$ cat src/rtl/tftlb_pkg.sv
`timescale 1ns / 1ps
// ----------------------------------------------------------------------------
// tftlb_pkg
// Shared constants, codes and types of the tiled framebuffer TLB translator.
// ----------------------------------------------------------------------------
package tftlb_pkg;

    // TLB sizes in 64-bit words per bank
    localparam int TILED_TLB_ENTRIES  = 64;
    localparam int LINEAR_TLB_ENTRIES = 16;

    localparam int TILED_BANKS  = 3;
    localparam int LINEAR_BANKS = 2;

    localparam int TT_DEPTH  = TILED_BANKS * TILED_TLB_ENTRIES;
    localparam int LT_DEPTH  = LINEAR_BANKS * LINEAR_TLB_ENTRIES;
    localparam int TT_IDX_W  = (TILED_TLB_ENTRIES > 1) ? $clog2(TILED_TLB_ENTRIES) : 1;
    localparam int LT_IDX_W  = (LINEAR_TLB_ENTRIES > 1) ? $clog2(LINEAR_TLB_ENTRIES) : 1;
    localparam int TT_ADDR_W = $clog2(TT_DEPTH);
    localparam int LT_ADDR_W = $clog2(LT_DEPTH);

    localparam int PA_W = 43;

    // operation codes
    localparam logic [1:0] OP_WR_TILED  = 2'd0;
    localparam logic [1:0] OP_WR_LINEAR = 2'd1;
    localparam logic [1:0] OP_XLATE     = 2'd2;

    // buffer types served by the linear banks, and the highest tiled type
    localparam logic [2:0] BT_LINEAR0 = 3'd4;
    localparam logic [2:0] BT_LINEAR1 = 3'd5;
    localparam logic [2:0] BT_TILED_MAX = 3'd2;

    // pixel packing codes
    localparam logic [1:0] PIX_INDEX = 2'd0;
    localparam logic [1:0] PIX_RGB   = 2'd1;

    // tiled and linear descriptor valid bits
    localparam int TDESC_VALID = 15;
    localparam int LDESC_VALID = 31;

    typedef enum logic [1:0] {
        K_NONE   = 2'd0,
        K_TILED  = 2'd1,
        K_LINEAR = 2'd2
    } t_kind;

    // decoded lookup of one translate transaction
    typedef struct packed {
        t_kind                  kind;
        logic                   ok;      // coordinates map into the TLB
        logic [TT_ADDR_W-1:0]   tt_addr;
        logic [LT_ADDR_W-1:0]   lt_addr;
        logic [1:0]             sub;     // tile descriptor within the word
        logic                   half;    // odd linear page
        logic [15:0]            offset;  // byte offset inside tile or page
    } t_lookup;

endpackage

$ cat src/rtl/tftlb_xlate_front.sv
`timescale 1ns / 1ps
// ----------------------------------------------------------------------------
// tftlb_xlate_front
// Decodes a pixel into the TLB word address, descriptor select and byte
// offset for either tiled or linear buffers.
// ----------------------------------------------------------------------------
module tftlb_xlate_front (
    input  logic [2:0]              i_buf_type,
    input  logic [1:0]              i_depth_code,
    input  logic signed [17:0]      i_pixel_x,
    input  logic signed [15:0]      i_pixel_y,
    output tftlb_pkg::t_lookup      o_lookup
);
    import tftlb_pkg::*;

    logic        t_in_range;
    logic [10:0] xs;
    logic [10:0] ys;
    logic [10:0] x_shift;
    logic [8:0]  tile;
    logic [6:0]  t_word;
    logic [8:0]  x_mask;
    logic [8:0]  x_mod;
    logic [8:0]  x_off;
    logic        l_ok;
    logic [4:0]  l_page;
    logic [6:0]  l_word;

    always_comb begin
        xs = i_pixel_x[10:0];
        ys = i_pixel_y[10:0];
        t_in_range = !i_pixel_x[17] && (i_pixel_x[16:11] == 6'd0)
                   && !i_pixel_y[15] && (i_pixel_y[14:11] == 4'd0);

        // tile width is 512 / bytes-per-pixel pixels
        x_shift = xs >> (4'd9 - {2'b00, i_depth_code});
        tile    = {1'b0, ys[10:7], 4'b0000} + {4'b0000, x_shift[4:0]};
        t_word  = tile[8:2];
        x_mask  = 9'h1ff >> i_depth_code;
        x_mod   = xs[8:0] & x_mask;
        x_off   = x_mod << i_depth_code;

        l_page = i_pixel_x[16:12];
        l_word = {3'b000, l_page[4:1]};
        l_ok   = !i_pixel_x[17] && (l_word < 7'(LINEAR_TLB_ENTRIES));

        o_lookup.tt_addr = TT_ADDR_W'(i_buf_type[1:0]) * TT_ADDR_W'(TILED_TLB_ENTRIES)
                         + TT_ADDR_W'(t_word[TT_IDX_W-1:0]);
        o_lookup.lt_addr = LT_ADDR_W'(i_buf_type[0]) * LT_ADDR_W'(LINEAR_TLB_ENTRIES)
                         + LT_ADDR_W'(l_word[LT_IDX_W-1:0]);
        o_lookup.half    = l_page[0];

        if (i_buf_type <= BT_TILED_MAX) begin
            o_lookup.kind   = K_TILED;
            o_lookup.ok     = t_in_range && ({1'b0, t_word} < 8'(TILED_TLB_ENTRIES));
            o_lookup.sub    = tile[1:0];
            o_lookup.offset = {ys[6:0], x_off};
        end else if (i_buf_type == BT_LINEAR0 || i_buf_type == BT_LINEAR1) begin
            o_lookup.kind   = K_LINEAR;
            o_lookup.ok     = l_ok;
            o_lookup.sub    = 2'd0;
            o_lookup.offset = {4'd0, i_pixel_x[11:0]};
        end else begin
            o_lookup.kind   = K_NONE;
            o_lookup.ok     = 1'b0;
            o_lookup.sub    = 2'd0;
            o_lookup.offset = 16'd0;
        end
    end

endmodule

$ cat config.mk
export PLATFORM = sky130hd
export DESIGN_NAME = tftlb_xlate_front
export DESIGN_NICKNAME = d
export VERILOG_FILES = /design/src/rtl/tftlb_pkg.sv /design/src/rtl/tftlb_xlate_front.sv
export SDC_FILE = /design/constraint.sdc
export NUM_CORES = 1
export LEC_CHECK = 0
export ABC_AREA = 1
export BUFFER_PORTS_ARGS = -buffer_cell sky130_fd_sc_hd__buf_4
export CAP_MARGIN = 20
export CORE_UTILIZATION = 39
export DETAILED_ROUTE_END_ITERATION = 6
export PLACE_DENSITY = 0.91
export SYNTH_ARGS = -nofsm -noshare
export SYNTH_HDL_FRONTEND = slang
export SYNTH_SLANG_ARGS = --single-unit
$ cat constraint.sdc
create_clock -name vclk -period 3.3
set_input_delay 0.33 -clock vclk [all_inputs]
set_output_delay 0.33 -clock vclk [all_outputs]
set_load 0.02 [all_outputs]
== Word-level counts from Yosys, hierarchy flattened ==
Cells that the tools add are included.
Cells by class
  add/sub/neg operators: 4
  magnitude comparators: 2
  shift operators: 3
  reduce and logical (&&, ||, !) cells: 9
  equal/unequal tests: 2
  bitwise operators: 1
  muxes and demuxes: 5
Operators by type and width (number)
  16-bit two-way mux: 1
  12-bit two-way mux: 1
  11-bit by 4-bit >> shifter with 5-bit output: 1
  8-bit by 5-bit adder with 9-bit output: 1
  9-bit bitwise AND: 1
  9-bit by 2-bit << shifter with 9-bit output: 1
  9-bit by 2-bit >> shifter with 9-bit output (first input constant): 1
  8-bit by 6-bit adder with 8-bit output: 1
  7-bit < comparator (second input constant): 1
  3-bit equality test (second input constant): 2
  6-bit zero test: 1
  3-bit two-way mux: 2
  5-bit by 4-bit adder with 5-bit output: 1
  1-bit logical AND: 4
  4-bit zero test: 1
  4-bit by 2-bit subtractor with 4-bit output (first input constant): 1
  3-bit by 2-bit less-or-equal comparator with 1-bit output (second input constant): 1
  1-bit zero test: 2
  2-bit two-way mux: 1
  1-bit logical OR: 1
Storage, ports and cells
  input port bits: 39
  output and inout port bits: 35
  logic and storage cells: 26
  flip-flop bits (word level): 0

== Logic depth before layout (Yosys ltp) ==
  depth in word-level cells: 6
  mapped depth: 9
  depth with buffers taken out: 7

== Least setup slack after synthesis ==
Ideal clock, no wire load.
  path kind: input-to-output
  start: input port i_depth_code[1]
  end: output port o_lookup[28] (netlist bit)
  arrival time: 1.534 ns
  slack: 1.436 ns
  path buffers: 2
  cell stages on the path: 7
  path through: buf_4 inv_4 buf_6 nor3_1 ha_1 ha_1 xor2_1
RTL lines
  start: declaration: line tftlb_xlate_front.sv:9  | input logic [1:0] i_depth_code,
  end: declaration: line tftlb_xlate_front.sv:12  | output tftlb_pkg::t_lookup o_lookup

==> out/metrics.csv <==
stage,metric,value,unit
floorplanning,Initial Util,0.429,
drt,final WL,2.10,mm
sta,Peak Freq,0.536,GHz
floorplanning,total core area,1540,um^2
global_route,initial antenna violation count,0,
synth,mux cell area share after synthesis,0,
finish,FFs & Latches,0,
synth,synthesized-area fraction occupied by adder cells,0.0379,
synth,Synth top area share,0.295,
power,static leakage,0.000666,uW
sta,total negative setup slack,0,ns
synth,yosys warns,0,
synth,dominant cell type by area after synthesis,nand2_1,
sta,setup repair after global routing missed its margin,false,
drt,1st-pass router iterations,6,
placement,DP Cell Count,209,
finish,Util after Layout,0.726,
synth,Post-synth top cells,"nand2_1 (52), nand3_1 (21), nor2_1 (19), buf_4 (11), inv_1 (6)",
synth,"Avg Cell Area, Syn",4.97,um^2
floorplanning,Die W,43.2,um
floorplanning,die area,1860,um^2
clock_tree,hold_buf cts,0,
critical_path,Critical Path Source Type,primary input,
critical_path,WP data arrival,1.54,ns
sta,"Hold Vio Cnt, Final",0,
floorplanning,Die H,43.2,um
sta,max-slew violations,0,
global_route,vias in the first global route,859,
finish,share of layout cells above drive strength 1,0.415,
clock_tree,Post-CTS Setup Inserts,0,
sta,post-layout min period,1.87,ns
finish,sequential cell area,0,um^2
drt,vias per cell,4.96,
global_route,largest net degree at the start of global routing,17,
status,status,finished clean,
drt,DR vias,1037,
critical_path,highest net fanout along the worst path,12,
drt,DRC,0,
finish,Final nets,236,
worst_hold_path,Hold Path Class,in -> out,
run,max_cap viols,0,
power,maximum vdd drop,0.0000909,V
finish,area delta synth->final,69.5,%
critical_path,CP Capture Type,primary output,
clock_tree,# resized after CTS,0,
synth,sequential-to-total area share from yosys stat,0,
placement,gpl congestion,0.832,
critical_path,WP data required,2.97,ns
sta,post-route clock period utilization,0.565,
floorplanning,I/O pin total,74,
synth,synthesized net count,174,
synth,mapped cell area,661,um^2
critical_path,Crit Path Class,in -> out,
sta,worst slew pin tran,0.375,ns
placement,Post-DP HPWL,1.76,mm
global_route,first-pass GRT wire length,3.36,mm
synth,largest family of logic cells by synthesized area,simple AND/OR/NAND/NOR gates,
global_route,GRT Total Usage,0.216,
finish,Fill cells,143,
synth,Synth Area in Simple Gates,0.597,
synth,"count leader, synth",nand2_1,
finish,Final Non-Filler Cells,209,
drt,1st-iter DRT viols,21,
synth,"Distinct cells, synth",19,
synth,"top cells by area, synth","nand2_1 (30%), nand3_1 (16%), buf_4 (13%), nor2_1 (11%), buf_6 (5.1%)",
floorplanning,Cell Rows,14,
global_route,gr ovfl total,0,
synth,xor/xnor share of the synthesized area,0.0265,
finish,diode count,0,
sta,slew margin rel.,0.749,
synth,synthesized instance count,133,
placement,Port Buffers,74,
sta,Final setup viols,0,
power,PD cells,166,nW/um^2
drt,Final ANT Viol Nets,0,
worst_hold_path,min-delay src,i_pixel_x[13],
drt,average wire per standard cell,10.0,um
finish,clock buffer count,0,
critical_path,CP startpoint,i_depth_code[0],
synth,Compound-Gate Fraction of Synth Area,0.102,
-- through the flow --
step	setup WS (ns)	hold WS, ns	cell area, um^2	power (uW)
5_1_grt	1.27	0.872	1120	200
2_1_floorplan	1.44	0.773	661	105
6_report	1.43	0.868	1120	185
4_1_cts	1.42	0.869	1120	187
3_5_place_dp	1.42	0.869	1120	186
3_3_place_gp	1.50	0.868	1120	184
-- critical path: stages --
cell	delay [ns]
buf_4	0.15
inv_2	0.11
nor3_1	0.19
ha_1	0.20
ha_1	0.19
nand3_1	0.08
nand3_1	0.08
nand2_1	0.05
buf_4	0.15
-- logic make-up (layout without fill, tap and decap cells) --
kind of cell	count (synthesis)	in the layout
buffers and inverters	24	84
AO/OA/AOI/OAI	10	10
adder cells (fa/ha/maj)	2	2
XOR/XNOR	2	2
AND/OR/NAND/NOR	95	95
-- power by group --
group | total, uW | switching, uW | internal (uW)
Combinational | 185 | 99.8 | 85.6
Clock | 0 | 0 | 0
Sequential | 0 | 0 | 0
-- layout by cell type, fill, tap and decap left out --
cell,instances
o21ai_0,4
a21oi_4,1
ha_1,2
inv_1,6
nand3_1,21
a22o_1,1
nor3_1,1
buf_4,74
inv_4,1
nor2_4,1
xnor2_1,1
inv_2,3
xor2_1,1
o21ai_1,3
nand2_1,52
or2_0,1
o31ai_1,1
nor2_1,19
-- final cells by class --
cell class / instances / area, um^2 / area share
Tap cell: 16 / 20.0 / 0.0179
Inverter: 10 / 40.0 / 0.0358
Timing Repair Buffer: 74 / 556 / 0.496
Multi-Input combinational cell: 109 / 504 / 0.450
-- worst paths after layout --
check / end / cells after the start
worst min-delay path: o_lookup[19] / 2
worst max-delay path: o_lookup[32] / 9
-- metal layers --
layer | track usage | routed length [um] | up-vias
met1 | 0.233 | 718 | 437
met2 | 0.412 | 1090 | 64
li1 | - | - | 534
met4 | 0.0364 | 10 | 0
met5 | 0 | 0 | -
met3 | 0.0638 | 276 | 2
(Power assumes the default switching activity.)
